File: src/design/ntsp_pkg.sv
// Shared types and constants for the nested timer stack profiler.
// No dependencies; imported by every module of the block.
`timescale 1ns / 1ps

package ntsp_pkg;

  // Default sizes
  localparam int DEF_STACK_DEPTH = 64;
  localparam int DEF_NUM_TIMERS  = 7;
  localparam int DEF_TIME_WIDTH  = 48;

  // Fixed field widths
  localparam int OP_W  = 3;
  localparam int ARG_W = 16;
  localparam int ERR_W = 6;

  // Sticky error bits
  localparam logic [ERR_W-1:0] ERR_POP_EMPTY = 6'h01;
  localparam logic [ERR_W-1:0] ERR_PUSH_FULL = 6'h02;
  localparam logic [ERR_W-1:0] ERR_BAD_RESET = 6'h04;
  localparam logic [ERR_W-1:0] ERR_NOT_STOP  = 6'h08;
  localparam logic [ERR_W-1:0] ERR_BAD_OP    = 6'h10;
  localparam logic [ERR_W-1:0] ERR_BAD_ID    = 6'h20;

  typedef enum logic [OP_W-1:0] {
    OP_RESET    = 3'd0,
    OP_PUSH     = 3'd1,
    OP_POP      = 3'd2,
    OP_HALT_ALL = 3'd3,
    OP_REPORT   = 3'd4
  } opcode_e;

  // Write strobes from the sequencer into the timer register file
  typedef struct packed {
    logic clr_acc;
    logic wr_start;
    logic wr_acc;
  } timer_cmd_t;

endpackage

File: src/design/ntsp_id_stack.sv
// Timer id stack storage: one write port, one registered read port.
// Depends on ntsp_pkg.
`timescale 1ns / 1ps

module ntsp_id_stack
  import ntsp_pkg::*;
#(
  parameter int DEPTH = DEF_STACK_DEPTH,
  parameter int WIDTH = 3
) (
  input  logic                     clk_i,
  input  logic                     we_i,
  input  logic [$clog2(DEPTH)-1:0] waddr_i,
  input  logic [WIDTH-1:0]         wdata_i,
  input  logic [$clog2(DEPTH)-1:0] raddr_i,
  output logic [WIDTH-1:0]         rdata_o
);

  logic [WIDTH-1:0] mem_q [DEPTH];
  logic [WIDTH-1:0] rdata_q;

  // Write port
  always_ff @(posedge clk_i) begin
    if (we_i) begin
      mem_q[waddr_i] <= wdata_i;
    end
  end

  // Read port, read every cycle
  always_ff @(posedge clk_i) begin
    rdata_q <= mem_q[raddr_i];
  end

  assign rdata_o = rdata_q;

endmodule

File: src/design/ntsp_alu.sv
// Shared add/subtract unit with a result register, used for elapsed-time
// spans and for accumulating totals. Depends on ntsp_pkg.
`timescale 1ns / 1ps

module ntsp_alu
  import ntsp_pkg::*;
#(
  parameter int WIDTH = DEF_TIME_WIDTH
) (
  input  logic             clk_i,
  input  logic [WIDTH-1:0] a_i,
  input  logic [WIDTH-1:0] b_i,
  input  logic             sub_i,
  input  logic             ld_i,
  output logic [WIDTH-1:0] sum_o,
  output logic [WIDTH-1:0] res_o
);

  logic [WIDTH-1:0] b_op;
  logic [WIDTH-1:0] res_q;

  // a + b or a - b, modulo 2^WIDTH
  assign b_op  = sub_i ? ~b_i : b_i;
  assign sum_o = a_i + b_op + WIDTH'(sub_i);

  always_ff @(posedge clk_i) begin
    if (ld_i) begin
      res_q <= sum_o;
    end
  end

  assign res_o = res_q;

endmodule

File: src/design/ntsp_timer_file.sv
// Per-timer start stamps and accumulated totals with one shared read index.
// Depends on ntsp_pkg (timer_cmd_t).
`timescale 1ns / 1ps

module ntsp_timer_file
  import ntsp_pkg::*;
#(
  parameter int NUM_TIMERS = DEF_NUM_TIMERS,
  parameter int TIME_WIDTH = DEF_TIME_WIDTH,
  parameter int IDX_W      = 3
) (
  input  logic                  clk_i,
  input  logic                  rst_ni,
  input  timer_cmd_t            cmd_i,
  input  logic [IDX_W-1:0]      wr_idx_i,
  input  logic [IDX_W-1:0]      rd_idx_i,
  input  logic [TIME_WIDTH-1:0] now_i,
  input  logic [TIME_WIDTH-1:0] acc_wdata_i,
  output logic [TIME_WIDTH-1:0] start_rd_o,
  output logic [TIME_WIDTH-1:0] acc_rd_o
);

  logic [TIME_WIDTH-1:0] start_q [NUM_TIMERS];
  logic [TIME_WIDTH-1:0] acc_q   [NUM_TIMERS];
  logic                  wr_ok;
  logic                  rd_ok;

  assign wr_ok = (wr_idx_i < NUM_TIMERS);
  assign rd_ok = (rd_idx_i < NUM_TIMERS);

  // Stamp and total registers
  always_ff @(posedge clk_i or negedge rst_ni) begin
    if (!rst_ni) begin
      for (int i = 0; i < NUM_TIMERS; i++) begin
        start_q[i] <= '0;
        acc_q[i]   <= '0;
      end
    end else begin
      if (cmd_i.clr_acc) begin
        for (int i = 0; i < NUM_TIMERS; i++) begin
          acc_q[i] <= '0;
        end
      end
      if (cmd_i.wr_start && wr_ok) begin
        start_q[wr_idx_i] <= now_i;
      end
      if (cmd_i.wr_acc && wr_ok) begin
        acc_q[wr_idx_i] <= acc_wdata_i;
      end
    end
  end

  // Shared read index
  assign start_rd_o = rd_ok ? start_q[rd_idx_i] : '0;
  assign acc_rd_o   = rd_ok ? acc_q[rd_idx_i]   : '0;

endmodule

File: src/design/nested_timer_stack_profiler.sv
// Nested timer stack profiler top: sequencer, stack, shared adder, timer file.
// A status result passes through decode and, when a push or pop halts and restarts a
// timer (two passes through the adder), the halt-read, halt-add and then push-write
// or launch steps before it is registered. A new input is taken only once the last
// result is registered; a report gives NUM_TIMERS results, one per cycle unless stalled.
// Reset (rst_ni low, async) empties the stack, clears totals and errors, uninitialized.
`timescale 1ns / 1ps

module nested_timer_stack_profiler
  import ntsp_pkg::*;
#(
  parameter int STACK_DEPTH = DEF_STACK_DEPTH,
  parameter int NUM_TIMERS  = DEF_NUM_TIMERS,
  parameter int TIME_WIDTH  = DEF_TIME_WIDTH,
  localparam int IdxW = (NUM_TIMERS > 1) ? $clog2(NUM_TIMERS) : 1,
  localparam int CntW = $clog2(STACK_DEPTH + 1)
) (
  input  logic                    clk_i,
  input  logic                    rst_ni,
  input  logic                    in_valid_i,
  output logic                    in_stall_o,
  input  logic [OP_W-1:0]         opcode_i,
  input  logic signed [ARG_W-1:0] argument_i,
  input  logic [TIME_WIDTH-1:0]   timestamp_i,
  output logic                    out_valid_o,
  input  logic                    out_stall_i,
  output logic [IdxW-1:0]         timer_index_o,
  output logic [TIME_WIDTH-1:0]   total_ticks_o,
  output logic [ERR_W-1:0]        error_mask_o,
  output logic [CntW-1:0]         stack_depth_o,
  output logic                    initialized_o,
  output logic                    last_o
);

  localparam int AddrW  = $clog2(STACK_DEPTH);
  localparam int NSlots = 1 << IdxW;

  typedef enum logic [2:0] {
    ST_IDLE,
    ST_DECODE,
    ST_HALT_RD,
    ST_HALT_ADD,
    ST_PUSH_WR,
    ST_LAUNCH,
    ST_EMIT,
    ST_REPORT
  } state_e;

  state_e                 state_q;
  state_e                 post_state;
  logic [OP_W-1:0]        op_q;
  logic signed [ARG_W-1:0] arg_q;
  logic [TIME_WIDTH-1:0]  now_q;
  logic [CntW-1:0]        count_q;
  logic                   ready_q;
  logic [NUM_TIMERS-1:0]  running_q;
  logic [ERR_W-1:0]       err_q;
  logic [IdxW-1:0]        hid_q;
  logic [IdxW-1:0]        rep_idx_q;

  logic                   out_valid_q;
  logic [IdxW-1:0]        out_idx_q;
  logic [TIME_WIDTH-1:0]  out_total_q;
  logic [ERR_W-1:0]       out_err_q;
  logic [CntW-1:0]        out_depth_q;
  logic                   out_init_q;
  logic                   out_last_q;

  // Decode helpers
  logic [ARG_W-1:0]       arg_u;
  logic                   arg_bad_id;
  logic                   arg_nonpos;
  logic [IdxW-1:0]        arg_id;
  logic                   stack_full;
  logic                   stack_empty;
  logic [CntW-1:0]        cnt_m1;
  logic                   out_free;
  logic                   out_load;

  // Stack, timer file and adder hookup
  logic [IdxW-1:0]        rd_id;
  logic                   rd_ok;
  logic [NSlots-1:0]      run_pad;
  logic                   rd_running;
  logic                   stk_we;
  timer_cmd_t             tcmd;
  logic [IdxW-1:0]        t_wr_idx;
  logic [IdxW-1:0]        t_rd_idx;
  logic [TIME_WIDTH-1:0]  start_rd;
  logic [TIME_WIDTH-1:0]  acc_rd;
  logic [TIME_WIDTH-1:0]  alu_a;
  logic [TIME_WIDTH-1:0]  alu_b;
  logic                   alu_sub;
  logic                   alu_ld;
  logic [TIME_WIDTH-1:0]  alu_sum;
  logic [TIME_WIDTH-1:0]  alu_res;
  logic [NSlots-1:0]      oh_hid;
  logic [NSlots-1:0]      oh_arg;
  logic [NSlots-1:0]      oh_rd;

  assign arg_u       = arg_q;
  assign arg_bad_id  = arg_q[ARG_W-1] || (arg_u >= ARG_W'(NUM_TIMERS));
  assign arg_nonpos  = arg_q[ARG_W-1] || (arg_u == '0);
  assign arg_id      = arg_u[IdxW-1:0];
  assign stack_full  = (count_q == CntW'(STACK_DEPTH));
  assign stack_empty = (count_q == '0);
  assign cnt_m1      = count_q - CntW'(1);
  assign out_free    = !out_valid_q || !out_stall_i;
  // Output register takes a new result this cycle
  assign out_load    = ((state_q == ST_EMIT) || (state_q == ST_REPORT)) && out_free;

  assign rd_ok      = (rd_id < NUM_TIMERS);
  assign run_pad    = NSlots'(running_q);
  assign rd_running = rd_ok && run_pad[rd_id];
  assign oh_hid     = NSlots'(1) << hid_q;
  assign oh_arg     = NSlots'(1) << arg_id;
  assign oh_rd      = NSlots'(1) << rd_id;

  // Stack of timer ids; read port always follows the current top
  ntsp_id_stack #(
    .DEPTH (STACK_DEPTH),
    .WIDTH (IdxW)
  ) u_stack (
    .clk_i   (clk_i),
    .we_i    (stk_we),
    .waddr_i (count_q[AddrW-1:0]),
    .wdata_i (arg_id),
    .raddr_i (cnt_m1[AddrW-1:0]),
    .rdata_o (rd_id)
  );

  ntsp_timer_file #(
    .NUM_TIMERS (NUM_TIMERS),
    .TIME_WIDTH (TIME_WIDTH),
    .IDX_W      (IdxW)
  ) u_timers (
    .clk_i       (clk_i),
    .rst_ni      (rst_ni),
    .cmd_i       (tcmd),
    .wr_idx_i    (t_wr_idx),
    .rd_idx_i    (t_rd_idx),
    .now_i       (now_q),
    .acc_wdata_i (alu_sum),
    .start_rd_o  (start_rd),
    .acc_rd_o    (acc_rd)
  );

  ntsp_alu #(
    .WIDTH (TIME_WIDTH)
  ) u_alu (
    .clk_i (clk_i),
    .a_i   (alu_a),
    .b_i   (alu_b),
    .sub_i (alu_sub),
    .ld_i  (alu_ld),
    .sum_o (alu_sum),
    .res_o (alu_res)
  );

  // Where to go once the top timer has been halted
  always_comb begin
    unique case (opcode_e'(op_q))
      OP_PUSH: post_state = ST_PUSH_WR;
      OP_POP:  post_state = stack_empty ? ST_EMIT : ST_LAUNCH;
      default: post_state = ST_EMIT;
    endcase
  end

  // Datapath strobes per sequencer step
  always_comb begin
    stk_we   = 1'b0;
    tcmd     = '0;
    t_wr_idx = rd_id;
    t_rd_idx = rd_id;
    alu_a    = now_q;
    alu_b    = start_rd;
    alu_sub  = 1'b1;
    alu_ld   = 1'b0;
    unique case (state_q)
      ST_DECODE: begin
        tcmd.clr_acc = (opcode_e'(op_q) == OP_RESET);
      end
      ST_HALT_RD: begin
        // span = now - start of the halted timer
        alu_ld = rd_running;
      end
      ST_HALT_ADD: begin
        // total += span
        t_rd_idx    = hid_q;
        t_wr_idx    = hid_q;
        alu_a       = acc_rd;
        alu_b       = alu_res;
        alu_sub     = 1'b0;
        tcmd.wr_acc = 1'b1;
      end
      ST_PUSH_WR: begin
        stk_we        = 1'b1;
        t_wr_idx      = arg_id;
        tcmd.wr_start = 1'b1;
      end
      ST_LAUNCH: begin
        tcmd.wr_start = 1'b1;
      end
      ST_REPORT: begin
        t_rd_idx = rep_idx_q;
      end
      default: begin
      end
    endcase
  end

  // Sequencer, architectural state and output register
  always_ff @(posedge clk_i or negedge rst_ni) begin
    if (!rst_ni) begin
      state_q     <= ST_IDLE;
      op_q        <= '0;
      arg_q       <= '0;
      now_q       <= '0;
      count_q     <= '0;
      ready_q     <= 1'b0;
      running_q   <= '0;
      err_q       <= '0;
      hid_q       <= '0;
      rep_idx_q   <= '0;
      out_valid_q <= 1'b0;
      out_idx_q   <= '0;
      out_total_q <= '0;
      out_err_q   <= '0;
      out_depth_q <= '0;
      out_init_q  <= 1'b0;
      out_last_q  <= 1'b0;
    end else begin
      if (out_valid_q && !out_stall_i && !out_load) begin
        out_valid_q <= 1'b0;
      end
      unique case (state_q)
        ST_IDLE: begin
          if (in_valid_i) begin
            op_q    <= opcode_i;
            arg_q   <= argument_i;
            now_q   <= timestamp_i;
            state_q <= ST_DECODE;
          end
        end
        ST_DECODE: begin
          if (!ready_q && (opcode_e'(op_q) != OP_RESET)) begin
            state_q <= ST_EMIT;
          end else begin
            unique case (opcode_e'(op_q))
              OP_RESET: begin
                count_q   <= '0;
                running_q <= '0;
                ready_q   <= 1'b1;
                if (arg_nonpos) begin
                  err_q <= err_q | ERR_BAD_RESET;
                end
                state_q <= ST_EMIT;
              end
              OP_PUSH: begin
                if (arg_bad_id) begin
                  err_q   <= err_q | ERR_BAD_ID;
                  state_q <= ST_EMIT;
                end else if (stack_full) begin
                  err_q   <= err_q | ERR_PUSH_FULL;
                  state_q <= ST_EMIT;
                end else if (stack_empty) begin
                  state_q <= ST_PUSH_WR;
                end else begin
                  state_q <= ST_HALT_RD;
                end
              end
              OP_POP: begin
                if (stack_empty) begin
                  err_q   <= err_q | ERR_POP_EMPTY;
                  state_q <= ST_EMIT;
                end else begin
                  count_q <= cnt_m1;
                  state_q <= ST_HALT_RD;
                end
              end
              OP_HALT_ALL: begin
                count_q <= '0;
                state_q <= stack_empty ? ST_EMIT : ST_HALT_RD;
              end
              OP_REPORT: begin
                if (!stack_empty) begin
                  err_q <= err_q | ERR_NOT_STOP;
                end
                count_q   <= '0;
                ready_q   <= 1'b0;
                rep_idx_q <= '0;
                state_q   <= ST_REPORT;
              end
              default: begin
                err_q   <= err_q | ERR_BAD_OP;
                state_q <= ST_EMIT;
              end
            endcase
          end
        end
        ST_HALT_RD: begin
          // stack read issued in the decode step is valid here
          hid_q   <= rd_id;
          state_q <= rd_running ? ST_HALT_ADD : post_state;
        end
        ST_HALT_ADD: begin
          running_q <= running_q & ~oh_hid[NUM_TIMERS-1:0];
          state_q   <= post_state;
        end
        ST_PUSH_WR: begin
          count_q   <= count_q + CntW'(1);
          running_q <= running_q | oh_arg[NUM_TIMERS-1:0];
          state_q   <= ST_EMIT;
        end
        ST_LAUNCH: begin
          // restart the timer now on top of the stack
          if (rd_ok) begin
            running_q <= running_q | oh_rd[NUM_TIMERS-1:0];
          end
          state_q <= ST_EMIT;
        end
        ST_EMIT: begin
          if (out_free) begin
            out_valid_q <= 1'b1;
            out_idx_q   <= '0;
            out_total_q <= '0;
            out_err_q   <= err_q;
            out_depth_q <= count_q;
            out_init_q  <= ready_q;
            out_last_q  <= 1'b1;
            state_q     <= ST_IDLE;
          end
        end
        ST_REPORT: begin
          if (out_free) begin
            out_valid_q <= 1'b1;
            out_idx_q   <= rep_idx_q;
            out_total_q <= acc_rd;
            out_err_q   <= err_q;
            out_depth_q <= count_q;
            out_init_q  <= ready_q;
            out_last_q  <= (rep_idx_q == IdxW'(NUM_TIMERS - 1));
            if (rep_idx_q == IdxW'(NUM_TIMERS - 1)) begin
              state_q <= ST_IDLE;
            end else begin
              rep_idx_q <= rep_idx_q + IdxW'(1);
            end
          end
        end
        default: begin
          state_q <= ST_IDLE;
        end
      endcase
    end
  end

  assign in_stall_o    = (state_q != ST_IDLE);
  assign out_valid_o   = out_valid_q;
  assign timer_index_o = out_idx_q;
  assign total_ticks_o = out_total_q;
  assign error_mask_o  = out_err_q;
  assign stack_depth_o = out_depth_q;
  assign initialized_o = out_init_q;
  assign last_o        = out_last_q;

  // Stack fill never passes its depth
  a_count_bound: assert property (@(posedge clk_i) disable iff (!rst_ni)
    count_q <= CntW'(STACK_DEPTH))
    else $error("stack count beyond depth");

  // Error bits only ever get set
  a_err_sticky: assert property (@(posedge clk_i) disable iff (!rst_ni)
    1'b1 |=> ((err_q & $past(err_q)) == $past(err_q)))
    else $error("sticky error bit cleared");

  // Only the top of the stack runs
  a_one_running: assert property (@(posedge clk_i) disable iff (!rst_ni)
    $onehot0(running_q))
    else $error("more than one timer running");

  // Results that are not last come only from a report
  a_report_only: assert property (@(posedge clk_i) disable iff (!rst_ni)
    (out_valid_o && !last_o) |-> (!initialized_o && (stack_depth_o == '0)))
    else $error("non-final result outside a report");

endmodule
File: config.mk
export PLATFORM = sky130hd
export DESIGN_NAME = nested_timer_stack_profiler
export DESIGN_NICKNAME = d
export VERILOG_FILES = /design/src/design/ntsp_pkg.sv /design/src/design/ntsp_id_stack.sv /design/src/design/ntsp_alu.sv /design/src/design/ntsp_timer_file.sv /design/src/design/nested_timer_stack_profiler.sv
export SDC_FILE = /design/constraint.sdc
export NUM_CORES = 2
export LEC_CHECK = 0
export ABC_AREA = 1
export BUFFER_PORTS_ARGS = -buffer_cell sky130_fd_sc_hd__buf_2
export CORE_MARGIN = 1
export CORE_UTILIZATION = 48
export CTS_CLUSTER_SIZE = 16
export DETAILED_ROUTE_END_ITERATION = 12
export PLACE_DENSITY_LB_ADDON = 0.1
export SLEW_MARGIN = 10
export SYNTH_ARGS = -nofsm -noshare
export SYNTH_HDL_FRONTEND = slang
export SYNTH_SLANG_ARGS = --single-unit
File: constraint.sdc
create_clock -name clk_i -period 10.3 [get_ports clk_i]
set_clock_uncertainty 0.15 [all_clocks]
set_input_delay 1.03 -clock clk_i [delete_from_list [all_inputs] [get_ports clk_i]]
set_output_delay 1.03 -clock clk_i [all_outputs]
set_load 0.1 [all_outputs]
## Word level (Yosys, flattened, before mapping)

Memories as Yosys holds them, arrays and structs flattened. A register that Yosys moved wholly into a read port is not among the register bits.
Index checks and enable logic that the tools add are counted.

- Bits in writable memories: 192
- Logic and storage cells: 212
- Output and inout bits: 68
- Input port bits: 71
- Bits in registers: 884
- Memories: 1

- Mux-type cells: 74
- Eq/ne operators: 24
- Reductions and logical operators: 45
- $add $sub $neg: 5
- Shift-type cells: 3
- Magnitude comparators: 8
- Bitwise operators: 15

Memory list:

| memory | words | bits a word | read ports | clocked after Yosys merged registers in | write ports | line | source |
|---|---|---|---|---|---|---|---|
| u_stack.mem_q | 64 | 3 | 1 | 1 | 1 | ntsp_id_stack.sv:19 | `logic [WIDTH-1:0] mem_q [DEPTH];` |

Operator list:

| operator | number |
|---|---|
| $bwmux 336 | 2 |
| $mux 336 | 2 |
| $mux 48 | 12 |
| $bmux 48 s3 | 2 |
| $demux 48 s3 | 1 |
| $pmux 48 s2 | 1 |
| $add 48x1->48 | 1 |
| $add 48x48->48 | 1 |
| $mux 3 | 16 |
| $not 48->48 | 1 |
| $mux 7 | 5 |
| $reduce_and 8->1 | 4 |
| $pmux 6 s5 | 1 |
| $pmux 7 s2 | 2 |
| $pmux 7 s4 | 1 |
| $pmux 3 s2 | 4 |
| $pmux 3 s7 | 1 |
| $shl 1x3->7 const A | 3 |
| $eq 3x3->1 const B | 6 |
| $ge 16x3->1 const B | 1 |
| $logic_not 16->1 | 1 |
| $ne 2x2->1 const B | 8 |
| $mux 1 | 15 |
| $or 7x7->7 | 2 |
| 40 further kinds | 81 |

## Logic depth before layout (Yosys ltp)

- Word-level depth: 14
- Gate-level depth with buffers: 29
- Mapped depth without buffers: 27

## By module

Synthesis repeated with hierarchy kept, for this count alone.

- Cell total of the unflattened synthesis: 7785
- Area, all modules: 56862.0 µm²

Modules (own cells, without submodules):

| module | cells each | sequential area each (µm²) | area each (µm²) | times used |
|---|---|---|---|---|
| ntsp_timer_file | 5051 | 16816.1 | 34217.8 | 1 |
| nested_timer_stack_profiler | 1051 | 4103.9 | 8451.9 | 1 |
| ntsp_id_stack | 735 | 5825.6 | 8194.1 | 1 |
| ntsp_alu | 948 | 1441.4 | 5998.3 | 1 |

## Worst setup path after synthesis

OpenSTA, ideal clock, no wires.

- Kind: reg2reg
- Start point: register state_q[1]
- End point: register u_alu.res_q[44] (netlist: u_alu.res_o[44]) (data pin)
- Buffers on the path: 4
- Stages on the path, launching flop included: 27
- Setup slack: 5.731 ns
- Library setup time: 0.242 ns
- Arrival time: 4.177 ns
- Required time: 9.908 ns
- Clock period less this slack: 4.569 ns
- Path through: dfrtp_1 -> buf_4 -> nand4_1 -> nand3_2 -> inv_2 -> buf_6 -> nor2_4 -> inv_2 -> clkbuf_1 -> clkbuf_1 -> o221ai_1 -> nand2_1 -> a31oi_1 -> ha_1 -> a21oi_1 -> nand2_1 -> a21oi_1 -> o21ai_1 -> a21oi_1 -> o21ai_1 -> a21boi_0 -> inv_1 -> a21oi_1 -> inv_1 -> nand2_1 -> nand2_1 -> xor2_1

- Longest elaborated chain between the ends: 12
- Elaborated cells on any way between the ends: 20
- Classes of those cells: add/sub (2); order compare (1); eq/ne (2); mux (13); bitwise (2)

Ends and longest elaborated chain:

| what | line | source |
|---|---|---|
| from (decl) | nested_timer_stack_profiler.sv:49 | `state_e state_q;` |
| from (signal assigned) | nested_timer_stack_profiler.sv:283 | `state_q <= stack_empty ? ST_EMIT : ST_HALT_RD;` |
| from (signal assigned) | nested_timer_stack_profiler.sv:304 | `state_q <= rd_running ? ST_HALT_ADD : post_state;` |
| from (signal assigned) | nested_timer_stack_profiler.sv:308 | `state_q <= post_state;` |
| $eq 3x3->1 or $eq 3x2->1 (tied branches) | nested_timer_stack_profiler.sv:179 | `unique case (state_q)` |
| $pmux 3 s2 | nested_timer_stack_profiler.sv:179 |  |
| $not 3->4 (not written as such) | ntsp_timer_file.sv:54, ntsp_timer_file.sv:55 |  |
| $bmux 48 s3 | ntsp_timer_file.sv:54 | `assign start_rd_o = rd_ok ? start_q[rd_idx_i] : '0;` |
| $mux 48 (not written as such) (2 in a row) | ntsp_timer_file.sv:54 |  |
| $mux 48 | ntsp_timer_file.sv:54 |  |
| $mux 48 | nested_timer_stack_profiler.sv:179 |  |
| $not 48->48 | ntsp_alu.sv:23 | `assign b_op = sub_i ? ~b_i : b_i;` |
| $mux 48 | ntsp_alu.sv:23 |  |
| $add 48x48->48 | ntsp_alu.sv:24 | `assign sum_o = a_i + b_op + WIDTH'(sub_i);` |
| $add 48x1->48 (*) | ntsp_alu.sv:24 |  |
| via alu_sum[44] | nested_timer_stack_profiler.sv:95 | `logic [TIME_WIDTH-1:0] alu_sum;` |
| to (signal assigned) | ntsp_alu.sv:28 | `res_q <= sum_o;` |
| to (decl) | ntsp_alu.sv:20 | `logic [WIDTH-1:0] res_q;` |

Mark *: on every way through the listed nets, which the timed path passes. The rest lies on a longest branch. The select of a mux whose other input is x is not followed.
A chain may end at the register's enable or synchronous reset.

## Final worst setup path

- Start point: register state_q[2]
- End point: register u_timers.acc_q[182] (netlist name)

- Longest elaborated chain between the ends: 14
- Elaborated cells on any way between the ends: 36
- Classes of those cells: add/sub (2); order compare (4); eq/ne (4); mux (21); bitwise (3); reduce/logical (2)

Ends and longest elaborated chain:

| what | line | source |
|---|---|---|
| $eq 3x3->1 or $eq 3x2->1 (tied branches) | nested_timer_stack_profiler.sv:179 |  |
| $pmux 3 s2 | nested_timer_stack_profiler.sv:179 |  |
| $not 3->4 (not written as such) | ntsp_timer_file.sv:54, ntsp_timer_file.sv:55 |  |
| $bmux 48 s3 | ntsp_timer_file.sv:54 |  |
| $mux 48 (not written as such) (2 in a row) | ntsp_timer_file.sv:54 |  |
| $mux 48 | ntsp_timer_file.sv:54 |  |
| $mux 48 | nested_timer_stack_profiler.sv:179 |  |
| $not 48->48 | ntsp_alu.sv:23 |  |
| $mux 48 | ntsp_alu.sv:23 |  |
| $add 48x48->48 | ntsp_alu.sv:24 |  |
| $add 48x1->48 (*) | ntsp_alu.sv:24 |  |
| via alu_sum[38] | nested_timer_stack_profiler.sv:95 |  |
| $bwmux 336 (*) | ntsp_timer_file.sv:48 | `acc_q[wr_idx_i] <= acc_wdata_i;` |
| $mux 336 (*) | ntsp_timer_file.sv:47 | `if (cmd_i.wr_acc && wr_ok) begin` |
| to (signal, indexed assignment) | ntsp_timer_file.sv:48 |  |
| to (decl) | ntsp_timer_file.sv:24 | `logic [TIME_WIDTH-1:0] acc_q [NUM_TIMERS];` |

Marked as above.

==> results.yml <==
yosys:
  yosys.cell_count.top_type: "nand2_1"
  ys_ff_latch: 1079
  syn_avg_cell_area_um2: 8.871
  ys_warn_count: 0
  synth_edf_count: 240
  yosysTopAreaCell: "dfrtp_1"
  ys_types: 65
  synth_common_cells: "1145 x nand2_1, 912 x o21ai_0, 836 x dfrtp_1, 527 x nor2_1, 451 x nand3_1"
  synth_top_area_share_pct: 41.75
  syn-cell-area_mm2: 0.05011
  synth_cells: 5648
  synth_ff_type: "dfrtp_1"
  synth_nets: 5770
  async_flop_share_pct: 77.48
  synth_seq_area_share_pct: 56.26
  synth_area_leaders: "dfrtp_1 42%, edfxtp_1 14%, o21ai_0 9.1%"
global_route:
  grt_max_degree: 165
  grt_pass1_wl_um: 250600
  gr-total-overflow: 0
  grt_use_total_pct: 30.79
  antenna_found_initial: 3
  grt_pass1_vias: 40180
critical_path:
  critPathMaxStageDelay_ns: 0.74
  cp.required_ns: 10.77
  cp_data_arrival_time_ns: 7.71
  crit_path_cell_trace: "nand4_1 -> nand3_2 -> inv_6 -> nor2_4 -> buf_4 -> buf_4 -> nand2_1 -> o21ai_0 -> a22oi_1 -> o21ai_0 -> fa_1 -> nand3_1 -> nand2_1 -> a21oi_1 -> o21ai_1 -> a21oi_1 -> o21ai_0 -> nand4_1 -> nand2_1 -> nand2_1 -> nand2_1 -> xor2_1 -> nand2_1 -> o31ai_1"
  worst_setup_path_end_kind: "flip-flop"
  critPathKind: "reg -> reg"
  critPathSlowestCell: "xor2_1"
  crit_fanout: 62
  cp_common_cell: "nand2_1"
  rr_startpoint: "state_q[2]$_DFFE_PN0P_"
  startpoint: "state_q[2]$_DFFE_PN0P_"
  start_kind: "flip-flop"
run_status:
  status: "completed"
timing:
  period_share_pct: 70.31
  rsz0062_at_grt: "false"
  timing.setup.tns_ns: 0
  layout_setup_ws_ns: 3.058
  maxSlewHeadroom_pct: 16.36
  drv_slew: 0
  holdWs_ns: 0.1654
  setup_viol: 0
  hold_viol: 0
  worst_pin_slew_ns: 1.223
  min_period_ns: 7.242
  max_freq_mhz: 138.1
routing:
  routedWlPerCell_um: 23.14
  drtAntennaViolNets: 0
  drc: 0
  drt-total-wl_um: 163700
  drt_iter0_markers: 4317
  num_vias: 41580
  drt_first_pass_iters: 6
  vias_per_cell: 5.877
clock_network:
  cts_resized: 0
  numCtsBuffers: 116
  cts_sinks: 1079
  htreeDepth: 3
  clkSlewWorstSetupHoldPaths_ns: 0.06
  cts-hold-fix-buffers: 0
  post_cts_buffers: 0
  clkLatencyLatePin_ns: 0.74
  clock_tree.root_cell: "clkbuf_16"
  tritoncts: "done"
  cts_buffer_depth: 3
layout:
  layout-drive-gt1-share_pct: 9.118
  fin_nets: 5712
  nFillCells: 9648
  area_growth_syn_to_layout_pct: 11.23
  final_util_pct: 53.85
die:
  boundaryPins: 139
  core-area_mm2: 0.1035
  start_util_pct: 48.41
  die-area_mm2: 0.1057
  num_rows: 118
  die_height_um: 325.1
  die_w_um: 325.1
hold_path:
  holdCritPathClass: "in -> async"
placement:
  pre_cts_slack_ns: 3.209
  gp_congestion: 0.9977
  portBuffers: 138
  dpl.hpwl_um: 103400
run:
  maxCapViolCount: 0
==> cell usage in the layout (no fill, tap or decap), types with 16 or more instances in the layout <==
cell type	Yosys	routed
nand2_1	1145	1134
o21ai_0	912	912
dfrtp_1	836	833
nor2_1	527	525
nand3_1	451	451
inv_1	297	291
edfxtp_1	240	240
a21oi_1	189	189
buf_2	1	137
clkbuf_16	0	118
o221ai_1	85	85
a31oi_1	84	84
o211ai_1	72	72
buf_4	3	66
o21ai_1	53	53
ha_1	50	49
a22oi_1	29	29
o32ai_1	28	28
o221a_2	26	26
clkinv_2	0	25
clkbuf_8	0	23
clkbuf_1	339	22
mux2i_1	20	20
o22ai_1	19	19
nand4_1	16	16
xor2_1	16	16
clkinv_1	5	16
==> sequential cells by signal (all words and copies together), names as in the netlist, 6 cells and up <==
| name | cells |
|---|---|
| u_timers.acc_q | 336 |
| u_timers.start_q | 336 |
| u_stack.mem_q | 192 |
| now_q | 48 |
| total_ticks_o | 48 |
| u_alu.res_o | 48 |
| arg_q | 16 |
| count_q | 7 |
| running_q | 7 |
| stack_depth_o | 7 |
| err_q | 6 |
| error_mask_o | 6 |
==> cells by family (layout without fill, tap and decap cells) <==
| logic type | after synthesis | after routing | synth area share (%) |
|---|---|---|---|
| AO/OA/AOI/OAI | 1543 | 1543 | 17.61 |
| XOR/XNOR | 26 | 26 | 0.5219 |
| adder cells (fa/ha/maj) | 51 | 51 | 1.289 |
| buffers and inverters | 697 | 741 | 5.261 |
| flip-flops | 1079 | 1079 | 56.26 |
| multiplexers | 32 | 32 | 0.6692 |
| other | 0 | 3 | 0 |
| AND/OR/NAND/NOR | 2220 | 2220 | 18.39 |
==> worst max-delay path: cells and delay by family, from the launching register on <==
kind	cells	cell delay [ns]
simple gates	11	1.82
compound gates	8	1.64
fa+ha+maj	1	0.43
xor+xnor	1	0.74
buf+inv	3	1.63
flops	1	0.67
==> area by class of cell <==
| class | instances | area (µm²) | share of cell area [%] |
|---|---|---|---|
| Multi-Input combinational cell | 3872 | 19390 | 34.79 |
| Tap cell | 1380 | 1727 | 3.098 |
| Antenna cell | 3 | 7.507 | 0.01347 |
| Sequential cell | 1079 | 28190 | 50.58 |
| Inverter | 314 | 1201 | 2.155 |
| Clock inverter | 57 | 610.6 | 1.096 |
| Timing Repair Buffer | 207 | 1256 | 2.254 |
| Clock buffer | 163 | 3352 | 6.014 |
==> layer usage <==
layer | up-vias | global-route usage (%) | routed length [µm]
met3 | 329 | 4.122 | 10150
met2 | 1535 | 49.51 | 76430
li1 | 19290 | - | -
met5 | - | 0 | 27
met4 | 4 | 13.11 | 7144
met1 | 20420 | 41.94 | 70000
==> metrics by stage <==
stage,area [µm²],instances
finish,55730,7075
floorplan,50110,5648
global placement,51760,6852
global route,55730,7072
detailed placement,51760,6852
CTS,55730,7072
==> worst paths after layout <==
path | end | slack, ns | cells past startpoint
setup / recovery | u_timers.acc_q[182]$_DFF_PN0_ | 3.06 | 24
hold / removal | arg_q[14]$_DFFE_PN0P_ | 0.17 | 1
setup reg to reg | u_timers.acc_q[182]$_DFF_PN0_ | 3.06 | 24
hold reg to reg | err_q[3]$_DFFE_PN0P_ | 0.31 | 2
max in group asynchronous | u_timers.acc_q[327]$_DFF_PN0_ | 7.60 | 3
min in group clk_i | err_q[3]$_DFFE_PN0P_ | 0.31 | 2
Power is not shown: default switching activity piles up to over one toggle a cycle in this logic, so the estimate is an artifact.
